$ cat src/rtl/sfr_pkg.sv
package sfr_pkg;

    localparam logic [7:0]  MARK_START = 8'h01;
    localparam logic [7:0]  MARK_END   = 8'h04;
    localparam logic [7:0]  MARK_ESC   = 8'h10;
    localparam logic [15:0] CRC_POLY   = 16'h1021;

    // class of one unescaped word handed from front to back
    typedef enum logic [1:0] {
        CLS_DATA  = 2'd0,
        CLS_START = 2'd1,
        CLS_END   = 2'd2
    } item_cls_t;

    typedef struct packed {
        item_cls_t  cls;
        logic [7:0] data;
    } item_t;

    typedef struct packed {
        logic full;
        logic empty;
    } q_status_t;

    // CRC-16, poly 0x1021, MSB first, one byte
    function automatic logic [15:0] crc_byte(input logic [15:0] crc, input logic [7:0] b);
        logic [15:0] c;
        c = crc ^ {b, 8'h00};
        for (int k = 0; k < 8; k++)
        begin
            if (c[15])
            begin
                c = {c[14:0], 1'b0} ^ CRC_POLY;
            end
            else
            begin
                c = {c[14:0], 1'b0};
            end
        end
        return c;
    endfunction

endpackage

$ cat src/rtl/sfr_front.sv
module sfr_front
    import sfr_pkg::*;
(
    input  logic       clk,
    input  logic       rst_n,
    input  logic       in_valid,
    output logic       in_ready,
    input  logic [7:0] rx_byte,
    input  q_status_t  q_status,
    output logic       push,
    output item_t      push_item
);

    logic escape_reg;
    logic escape_next;
    logic accept;

    assign in_ready = !q_status.full;
    assign accept   = in_valid && in_ready;

    always_comb
    begin
        escape_next    = escape_reg;
        push           = 1'b0;
        push_item.cls  = CLS_DATA;
        push_item.data = rx_byte;
        if (accept)
        begin
            if (escape_reg)
            begin
                escape_next = 1'b0;
                push        = 1'b1;
            end
            else
            begin
                unique case (rx_byte)
                    MARK_ESC:
                    begin
                        escape_next = 1'b1;
                    end
                    MARK_START:
                    begin
                        push          = 1'b1;
                        push_item.cls = CLS_START;
                    end
                    MARK_END:
                    begin
                        push          = 1'b1;
                        push_item.cls = CLS_END;
                    end
                    default:
                    begin
                        push = 1'b1;
                    end
                endcase
            end
        end
    end

    always_ff @(posedge clk or negedge rst_n)
    begin
        if (!rst_n)
        begin
            escape_reg <= 1'b0;
        end
        else
        begin
            escape_reg <= escape_next;
        end
    end

endmodule

$ cat src/rtl/sfr_queue.sv
module sfr_queue
    import sfr_pkg::*;
(
    input  logic      clk,
    input  logic      rst_n,
    input  logic      push,
    input  item_t     push_item,
    input  logic      pop,
    output item_t     head,
    output q_status_t status
);

    localparam int DEPTH = 2;

    item_t      mem [DEPTH];
    logic       wr_ptr_reg;
    logic       wr_ptr_next;
    logic       rd_ptr_reg;
    logic       rd_ptr_next;
    logic [1:0] count_reg;
    logic [1:0] count_next;

    assign status.full  = (count_reg == 2'(DEPTH));
    assign status.empty = (count_reg == 2'd0);
    assign head         = mem[rd_ptr_reg];

    always_comb
    begin
        wr_ptr_next = push ? ~wr_ptr_reg : wr_ptr_reg;
        rd_ptr_next = pop ? ~rd_ptr_reg : rd_ptr_reg;
        count_next  = count_reg + {1'b0, push} - {1'b0, pop};
    end

    always_ff @(posedge clk)
    begin
        if (push)
        begin
            mem[wr_ptr_reg] <= push_item;
        end
    end

    always_ff @(posedge clk or negedge rst_n)
    begin
        if (!rst_n)
        begin
            wr_ptr_reg <= 1'b0;
            rd_ptr_reg <= 1'b0;
            count_reg  <= 2'd0;
        end
        else
        begin
            wr_ptr_reg <= wr_ptr_next;
            rd_ptr_reg <= rd_ptr_next;
            count_reg  <= count_next;
        end
    end

endmodule

$ cat src/rtl/sfr_back.sv
module sfr_back
    import sfr_pkg::*;
#(
    parameter int MAX_FRAME = 64
)
(
    input  logic       clk,
    input  logic       rst_n,
    input  q_status_t  q_status,
    input  item_t      head,
    output logic       pop,
    output logic       out_valid,
    input  logic       out_ready,
    output logic       result_kind,
    output logic [7:0] payload_byte,
    output logic       frame_good,
    output logic [5:0] payload_length,
    output logic       frame_overflow
);

    localparam int CW = $clog2(MAX_FRAME + 1);
    localparam logic [CW-1:0] MAX_CNT = CW'(MAX_FRAME);

    logic [CW-1:0] count_reg, count_next;
    logic [7:0]    hold0_reg, hold0_next;
    logic [7:0]    hold1_reg, hold1_next;
    logic [15:0]   crc_reg, crc_next;
    logic          ovf_reg, ovf_next;
    logic          out_valid_reg, out_valid_next;
    logic          kind_reg, kind_next;
    logic [7:0]    byte_reg, byte_next;
    logic          good_reg, good_next;
    logic [5:0]    len_reg, len_next;
    logic          oflag_reg, oflag_next;
    logic [CW+5:0] len_wide;

    assign pop      = !q_status.empty && (!out_valid_reg || out_ready);
    assign len_wide = {6'd0, count_reg} - (CW + 6)'(2);

    always_comb
    begin
        count_next     = count_reg;
        hold0_next     = hold0_reg;
        hold1_next     = hold1_reg;
        crc_next       = crc_reg;
        ovf_next       = ovf_reg;
        out_valid_next = out_valid_reg && !out_ready;
        kind_next      = kind_reg;
        byte_next      = byte_reg;
        good_next      = good_reg;
        len_next       = len_reg;
        oflag_next     = oflag_reg;
        if (pop)
        begin
            unique case (head.cls)
                CLS_START:
                begin
                    count_next = '0;
                    hold0_next = 8'd0;
                    hold1_next = 8'd0;
                    crc_next   = 16'd0;
                    ovf_next   = 1'b0;
                end
                CLS_END:
                begin
                    out_valid_next = 1'b1;
                    kind_next      = 1'b1;
                    byte_next      = 8'd0;
                    oflag_next     = ovf_reg;
                    // received CRC sits in the hold line, low byte first
                    if (!ovf_reg && count_reg >= CW'(3) && {hold1_reg, hold0_reg} == crc_reg)
                    begin
                        good_next = 1'b1;
                        len_next  = len_wide[5:0];
                    end
                    else
                    begin
                        good_next = 1'b0;
                        len_next  = 6'd0;
                    end
                    count_next = '0;
                    hold0_next = 8'd0;
                    hold1_next = 8'd0;
                    crc_next   = 16'd0;
                    ovf_next   = 1'b0;
                end
                CLS_DATA:
                begin
                    if (count_reg >= MAX_CNT)
                    begin
                        ovf_next = 1'b1;
                    end
                    else
                    begin
                        if (count_reg >= CW'(2))
                        begin
                            crc_next       = crc_byte(crc_reg, hold0_reg);
                            out_valid_next = 1'b1;
                            kind_next      = 1'b0;
                            byte_next      = hold0_reg;
                            good_next      = 1'b0;
                            len_next       = 6'd0;
                            oflag_next     = 1'b0;
                        end
                        hold0_next = hold1_reg;
                        hold1_next = head.data;
                        count_next = count_reg + CW'(1);
                    end
                end
                default:
                begin
                end
            endcase
        end
    end

    always_ff @(posedge clk or negedge rst_n)
    begin
        if (!rst_n)
        begin
            count_reg     <= '0;
            hold0_reg     <= 8'd0;
            hold1_reg     <= 8'd0;
            crc_reg       <= 16'd0;
            ovf_reg       <= 1'b0;
            out_valid_reg <= 1'b0;
        end
        else
        begin
            count_reg     <= count_next;
            hold0_reg     <= hold0_next;
            hold1_reg     <= hold1_next;
            crc_reg       <= crc_next;
            ovf_reg       <= ovf_next;
            out_valid_reg <= out_valid_next;
        end
    end

    always_ff @(posedge clk)
    begin
        kind_reg  <= kind_next;
        byte_reg  <= byte_next;
        good_reg  <= good_next;
        len_reg   <= len_next;
        oflag_reg <= oflag_next;
    end

    assign out_valid      = out_valid_reg;
    assign result_kind    = kind_reg;
    assign payload_byte   = byte_reg;
    assign frame_good     = good_reg;
    assign payload_length = len_reg;
    assign frame_overflow = oflag_reg;

endmodule

$ cat src/rtl/stuffed_frame_receiver_crc16_top.sv
// An accepted word is registered in the queue, then its result (if any) at out_valid.
// Throughput: one word per cycle unless stalled; back folds one byte into the CRC per cycle.
// A two-entry queue between front and back absorbs up to two words while a result stalls.
// Reset (rst_n, async, active low) clears escape, queue, frame count, hold line, CRC,
// overflow flag and the output valid; no clearing pass is needed.
module stuffed_frame_receiver_crc16_top
    import sfr_pkg::*;
#(
    parameter int MAX_FRAME = 64
)
(
    input  logic       clk,
    input  logic       rst_n,
    input  logic       in_valid,
    output logic       in_ready,
    input  logic [7:0] rx_byte,
    output logic       out_valid,
    input  logic       out_ready,
    output logic       result_kind,
    output logic [7:0] payload_byte,
    output logic       frame_good,
    output logic [5:0] payload_length,
    output logic       frame_overflow
);

    // front: escape tracking and mark detection, one word per cycle while the queue has room
    logic      push;
    item_t     push_item;
    // queue decouples the stall of the output from the input side
    logic      pop;
    item_t     head;
    q_status_t q_status;

    sfr_front u_front (
        .clk       (clk),
        .rst_n     (rst_n),
        .in_valid  (in_valid),
        .in_ready  (in_ready),
        .rx_byte   (rx_byte),
        .q_status  (q_status),
        .push      (push),
        .push_item (push_item)
    );

    sfr_queue u_queue (
        .clk       (clk),
        .rst_n     (rst_n),
        .push      (push),
        .push_item (push_item),
        .pop       (pop),
        .head      (head),
        .status    (q_status)
    );

    // back: hold line, frame count, running CRC and the output register
    sfr_back #(
        .MAX_FRAME (MAX_FRAME)
    ) u_back (
        .clk            (clk),
        .rst_n          (rst_n),
        .q_status       (q_status),
        .head           (head),
        .pop            (pop),
        .out_valid      (out_valid),
        .out_ready      (out_ready),
        .result_kind    (result_kind),
        .payload_byte   (payload_byte),
        .frame_good     (frame_good),
        .payload_length (payload_length),
        .frame_overflow (frame_overflow)
    );

endmodule
$ cat config.mk
export PLATFORM = sky130hd
export DESIGN_NAME = stuffed_frame_receiver_crc16_top
export DESIGN_NICKNAME = d
export VERILOG_FILES = /design/src/rtl/sfr_pkg.sv /design/src/rtl/sfr_front.sv /design/src/rtl/sfr_queue.sv /design/src/rtl/sfr_back.sv /design/src/rtl/stuffed_frame_receiver_crc16_top.sv
export SDC_FILE = /design/constraint.sdc
export NUM_CORES = 1
export LEC_CHECK = 0
export ABC_AREA = 0
export BUFFER_PORTS_ARGS = -buffer_cell sky130_fd_sc_hd__buf_2
export CORE_ASPECT_RATIO = 0.7
export CORE_MARGIN = 2
export CORE_UTILIZATION = 40
export CTS_CLUSTER_DIAMETER = 120
export CTS_CLUSTER_SIZE = 16
export DETAILED_ROUTE_END_ITERATION = 12
export PLACE_DENSITY_LB_ADDON = 0.25
export SYNTH_ARGS = -nofsm -noshare
export SYNTH_HDL_FRONTEND = slang
export SYNTH_SLANG_ARGS = --single-unit
$ cat constraint.sdc
create_clock -name clk -period 4.3 [get_ports clk]
set_input_delay 0.215 -clock clk [delete_from_list [all_inputs] [get_ports clk]]
set_output_delay 0.215 -clock clk [all_outputs]
set_load 0.03 [all_outputs]
==> results of run 1 <==
==> cell families (layout without fill, tap and decap cells) <==
group | after synthesis | count (layout) | synth area share
buffers and inverters | 18 | 56 | 0.0224
multiplexers | 10 | 10 | 0.0260
XOR/XNOR | 47 | 47 | 0.107
flip-flops | 83 | 83 | 0.588
AND/OR/NAND/NOR | 75 | 75 | 0.111
adder cells (fa/ha/maj) | 9 | 9 | 0.0293
AO/OA/AOI/OAI | 55 | 55 | 0.116
==> metrics by stage <==
stage	power (W)	hold WS [ns]	setup slack (ns)
3_5_place_dp	0.00290	0.420	1.21
4_1_cts	0.00364	0.0698	1.19
6_report	0.00361	0.0664	1.21
3_3_place_gp	0.00287	0.414	1.34
2_1_floorplan	0.00255	-0.0806	1.59
5_1_grt	0.00386	0.0714	0.960
==> worst max-delay path: cells and delay by family (launching register included) <==
kind                       cells  cell delay, ns
AOI/OAI and AO/OA              1            0.23
adders and majority gates      1            0.59
DFF                            1            0.68
muxes                          1            0.36
and+or+nand+nor                3            1.16
==> Yosys cell counts (all sizes together) <==
master	n	area [sq um]
a311oi	1	8.76
inv	9	33.8
and2b	1	7.51
mux2i	10	100
edfxtp	37	1110
a21o	2	15.0
nand2b	6	40.0
xor2	25	219
a211oi	1	12.5
a22o	24	210
o31ai	9	67.6
and4	1	8.76
o22ai	1	6.26
nand4	2	12.5
o21ai	2	13.8
ha	9	113
nor4	4	31.3
or4	2	15.0
a21oi	8	40.0
a2111oi	2	23.8
dfrtp	46	1150
buf	7	45.0
nor2	11	43.8
xnor2	22	193
and2	11	68.8
nor3	12	76.3
or2	1	6.26
a31oi	3	18.8
o211ai	1	21.3
a41o	1	10.0
clkbuf	1	3.75
nor2b	6	40.0
and3	1	6.26
nand3	4	20.0
nand2	13	48.8
clkinv	1	3.75
==> layout by cell type, fill, tap and decap left out, types with 10 or more instances in the layout <==
cell type	synthesis	layout
and2_1	11	11
xnor2_1	22	22
nor2_1	10	10
nor3_1	10	10
xor2_1	25	25
edfxtp_1	37	37
a22o_1	24	24
dfrtp_1	46	46
buf_2	3	30
mux2i_1	10	10
nand2_1	13	13
==> path summary, 6_finish.rpt <==
check	end	depth (start not counted)	startpoint
min in group clk	u_queue.mem[0][6]	1	rx_byte[6]
setup reg to reg	u_back.crc_reg[14]	6	u_queue.rd_ptr_reg
setup / recovery	u_back.crc_reg[14]	6	u_queue.rd_ptr_reg
hold / removal	u_back.crc_reg[0]	1	rst_n
max in group asynchronous	u_back.count_reg[0]	1	rst_n
hold reg to reg	u_queue.wr_ptr_reg	1	u_queue.wr_ptr_reg
==> power breakdown <==
group / total [W] / internal, W / switching, W
logic: 0.00152 / 0.000572 / 0.000945
clock network: 0.000730 / 0.000447 / 0.000283
registers: 0.00136 / 0.00114 / 0.000217
==> routing by layer <==
layer,vias to the layer above,track usage,share of wire
met1,1124,0.237,0.51
li1,1156,-,-
met5,-,0,0
met4,0,0.0533,0.0088
met2,51,0.212,0.43
met3,5,0.0499,0.052
==> cell type report <==
cell class	instances	share of cell area
Clock inverter	3	0.00884
Multi-Input combinational cell	196	0.342
Clock buffer	13	0.0548
Tap cell	124	0.0354
Sequential cell	83	0.516
Timing Repair Buffer	30	0.0342
Inverter	10	0.00856
==> reports/results.tsv, run 1 <==
metric	value	unit
slowest_delay	0.68	ns
tritoncts	built	
syn_nets	318	
fin_skew	0.00541	ns
antenna_left	0	
first_pass_iters	5	
largest_register_ffs	20	
ff_latch_area	0.00226	sq mm
slowest_stage	dfrtp_1	
multi_input_area	0.00150	sq mm
vdd_drop_max	0.450	mV
drcViolationCount	0	
rsz0062_at_grt	no	
relSlewSlack	0.305	
fill_cells	853	
htree_levels	3	
worstMarginPinSlew	1.04	ns
critPathKind	reg2reg	
syn_to_final_growth	14.0	%
gr-usage-all-layers	0.157	
place_congestion	0.818	
overflow	0	
wl	7400	um
dp_cells	443	
io_buffers	30	
start_kind	register	
core	0.00922	sq mm
die-height	86.0	um
finalHoldViolCount	0	
p_leak	1.89	nW
start_util	0.417	
powerDensity	822	mW/mm^2
worstPathRequired	4.57	ns
insertedDiodeCount	0	
timing.fmax	324	MHz
crit_chain	mux2i_1 -> ha_1 -> nand2b_2 -> nor3_4 -> and2_1 -> a22o_1	
worstPathArrival	3.35	ns
drt-initial-drc-count	143	
postLayoutCoreUtil	0.476	
cts_root_buf	clkbuf_16	
via_per_inst	5.09	
vias	2336	
grt_pass1_vias	2208	
cts_resized	0	
design_area	0.00439	sq mm
ys_seq_area_frac	0.588	
fin_nets	351	
ys_types	47	
netlist_instances	297	
wl_per_cell	16.1	um
clk_pin_slew	0.06	ns
dpl.hpwl	5340	um
cts_setup_buffers	0	
yosysWarnings	0	
status	complete, no violations	
grt_max_degree	47	
cp_max_fo	17	
ctsHoldBuffers	0	
antenna_found_initial	0	
cap_violations	0	
syn_area	0.00385	sq mm
critPathCaptureType	register	
drive_above_1_share	0.158	
clockBufferDepth	2	
rows	29	
io-pin-count	31	
syn_area_per_cell	13.0	sq um
die_area	0.0104	sq mm
holdCritPathClass	in2async	
r2r_slack	1.21	ns
fin_crit_sh	0.718	
cts.sinks	83	
die_w	121	um
fin_tns_setup	0	ns
fin_crit	3.09	ns
cts_made_buffers	9	
slew_violations	0	
clk_latency	0.33	ns
setup_violations	0	
placed_area	0.00411	sq mm
final_cells	459	
grt_first_pass_wirelength	12100	um
synth-seq-cells	83	
(Power assumes the default switching activity.)
==> run 2, diff against run 1 <==
Settings changed: ABC_AREA 0 to 1.
Clock period 4.3 ns to 3.1 ns, I/O delays scaled along.
==> reports/results.tsv, run 2 <==
metric	value	unit	change
status	complete, no violations		unchanged
p_leak	2.31	nW	was 1.89 nW
syn_nets	486		was 318
cts_root_buf	clkbuf_16		unchanged
start_kind	register		unchanged
io_buffers	30		unchanged
r2r_end	u_back.crc_reg[3]		was u_back.crc_reg[14]
crit_chain	clkinv_1 -> or2_2 -> o21ai_0 -> ha_1 -> buf_4 -> nand2_1 -> o21ai_1 -> nor2_2 -> nand2_1 -> buf_4 -> inv_1 -> o21ai_0		was mux2i_1 -> ha_1 -> nand2b_2 -> nor3_4 -> and2_1 -> a22o_1
fin_skew	0.0113	ns	was 0.00541 ns
synth_flop_cell	dfrtp_1		unchanged
wl_per_cell	14.5	um	was 16.1 um
holdCritPathClass	in2async		unchanged
critPathKind	reg2reg		unchanged
ys_types	33		was 47
via_per_inst	4.92		was 5.09
dpl.hpwl	6820	um	was 5340 um
fill_cells	956		was 853
cp_max_fo	12		was 17
worstMarginPinSlew	1.07	ns	was 1.04 ns
finalHoldViolCount	0		unchanged
rr_worst_depth	12		was 6
slew_violations	0		unchanged
yosysMostFrequentCell	nand2_1		was dfrtp_1
core	0.00983	sq mm	was 0.00922 sq mm
drcViolationCount	0		unchanged
final_common_cell	nand2_1		was dfrtp_1
yosys.area.top_type	dfrtp_1		unchanged
antenna_left	0		unchanged
cts_made_buffers	9		unchanged
grt_pass1_vias	2913		was 2208
die-height	88.7	um	was 86.0 um
ys_seq_area_frac	0.551		was 0.588
fin_crit	2.57	ns	was 3.09 ns
netlist_instances	465		was 297
yosys-top-cells-area	dfrtp_1 28%, edfxtp_1 27%, nand2_1 12%		was dfrtp_1 30%, edfxtp_1 29%, xor2_1 5.7%
critPathTopFamily	buffers and inverters		was simple AND/OR/NAND/NOR gates
syn_area	0.00410	sq mm	was 0.00385 sq mm
setup_violations	0		unchanged
fin_crit_sh	0.828		was 0.718
synth_edf_count	37		unchanged
worstPathArrival	2.82	ns	was 3.35 ns
fin_nets	522		was 351
synth_top_cell_area_share	0.280		was 0.299
ys_top_cells_by_count	132 x nand2_1, 63 x inv_1, 52 x nor2_1, 46 x dfrtp_1, 37 x edfxtp_1		was 46 x dfrtp_1, 37 x edfxtp_1, 25 x xor2_1, 24 x a22o_1, 22 x xnor2_1
first_pass_iters	5		unchanged
r2r_slack	0.53	ns	was 1.21 ns
overflow	0		unchanged
wl	9200	um	was 7400 um
vdd_drop_max	0.405	mV	was 0.450 mV
die_area	0.0111	sq mm	was 0.0104 sq mm
layout_common_cells	132 x nand2_1, 63 x inv_1, 52 x nor2_1		was 46 x dfrtp_1, 37 x edfxtp_1, 30 x buf_2
place_congestion	0.867		was 0.818
timing.fmax	390	MHz	was 324 MHz
tritoncts	built		unchanged
cap_violations	0		unchanged
slowest_stage	dfrtp_1		unchanged
syn_area_per_cell	8.83	sq um	was 13.0 sq um
rows	30		was 29
relSlewSlack	0.287		was 0.305
rsz0062_at_grt	no		unchanged
antenna_found_initial	0		unchanged
synth-seq-cells	83		unchanged
reg2reg_from	u_queue.rd_ptr_reg		unchanged
synth-async-reset-ratio	0.554		unchanged
ctsHoldBuffers	0		unchanged
syn_to_final_growth	15.9	%	was 14.0%
drive_above_1_share	0.117		was 0.158
critPathCaptureType	register		unchanged
cts_setup_buffers	0		unchanged
postLayoutCoreUtil	0.484		was 0.476
gr-usage-all-layers	0.178		was 0.157
io-pin-count	31		unchanged
cp_num_buf_inv	4		was 0
worstPathRequired	3.35	ns	was 4.57 ns
slowest_delay	0.56	ns	was 0.68 ns
drt-initial-drc-count	288		was 143
cts.sinks	83		unchanged
grt_max_degree	47		unchanged
powerDensity	1110	mW/mm^2	was 822 mW/mm^2
yosysWarnings	0		unchanged
clk_latency	0.34	ns	was 0.33 ns
insertedDiodeCount	0		unchanged
largest_register_ffs	20		unchanged
cts_resized	0		unchanged
vias	3122		was 2336
clockBufferDepth	2		unchanged
die_w	125	um	was 121 um
htree_levels	3		unchanged
start_util	0.417		about the same
fin_tns_setup	0	ns	unchanged
grt_first_pass_wirelength	15200	um	was 12100 um
clk_pin_slew	0.06	ns	about the same
-- run 2: cell types whose count changed in the layout (fill, tap and decap cells not counted), moves of 10 or more --
cell     previous run  this run
nand3_1             4        21
a22o_1             24         0
nand2_1            13       132
inv_1               9        63
and2_1             11         1
xnor2_1            22        10
xor2_1             25        15
o21ai_0             1        22
nor2_1             10        52
-- run 2: cell families after synthesis --
family          synth area share
simple gates               0.220
flops                      0.551
buf+inv                   0.0756
compound gates            0.0698
xor+xnor                  0.0534
fa+ha+maj                 0.0274
mux                      0.00244
-- run 2: where the power goes --
part	total [W]	switching (W)	internal [W]	leakage (nW)
clock	0.00128	0.000414	0.000863	0.172
combinational	0.00224	0.00154	0.000698	1.16
sequential	0.00178	0.000247	0.00153	0.974
total	0.00529	0.00220	0.00309	2.31
-- run 2: how the worst max path moves through the flow --
stage                            start                 to  cells after the start
floorplan           u_queue.rd_ptr_reg  u_back.frame_good                      7
global placement    u_queue.rd_ptr_reg  u_back.crc_reg[1]                     12
detailed placement  u_queue.rd_ptr_reg  u_back.crc_reg[1]                     12
CTS                 u_queue.rd_ptr_reg  u_back.crc_reg[0]                     12
global route        u_queue.rd_ptr_reg  u_back.crc_reg[0]                     12
finish              u_queue.rd_ptr_reg  u_back.crc_reg[3]                     12
-- run 2: cell type report --
type | count | area, sq um | share of cell area
clock inverters | 6 | 128 | 0.0268
repair buffers | 34 | 193 | 0.0405
clock buffers | 10 | 229 | 0.0481
flip-flops and latches | 83 | 2260 | 0.475
multi-input cells | 305 | 1530 | 0.322
well taps | 128 | 160 | 0.0337
inverters | 68 | 255 | 0.0536
-- run 2: metrics by stage --
stage	total power [W]	hold WS [ns]	cells	setup WS [ns]	area, sq um
finish	0.00529	0.00615	634	0.534	4760
global route	0.00567	0.0125	634	0.242	4760
CTS	0.00531	0.00586	634	0.534	4760
detailed placement	0.00401	0.360	618	0.549	4400
global placement	0.00397	0.362	618	0.680	4400
floorplan	0.00338	-0.141	465	0.995	4100
-- run 2: metal layers --
| metal | track usage | routed length, um |
|---|---|---|
| met5 | 0 | 0 |
| met2 | 0.252 | 3670 |
| met1 | 0.267 | 4720 |
| met4 | 0.0586 | 99 |
| met3 | 0.0453 | 706 |
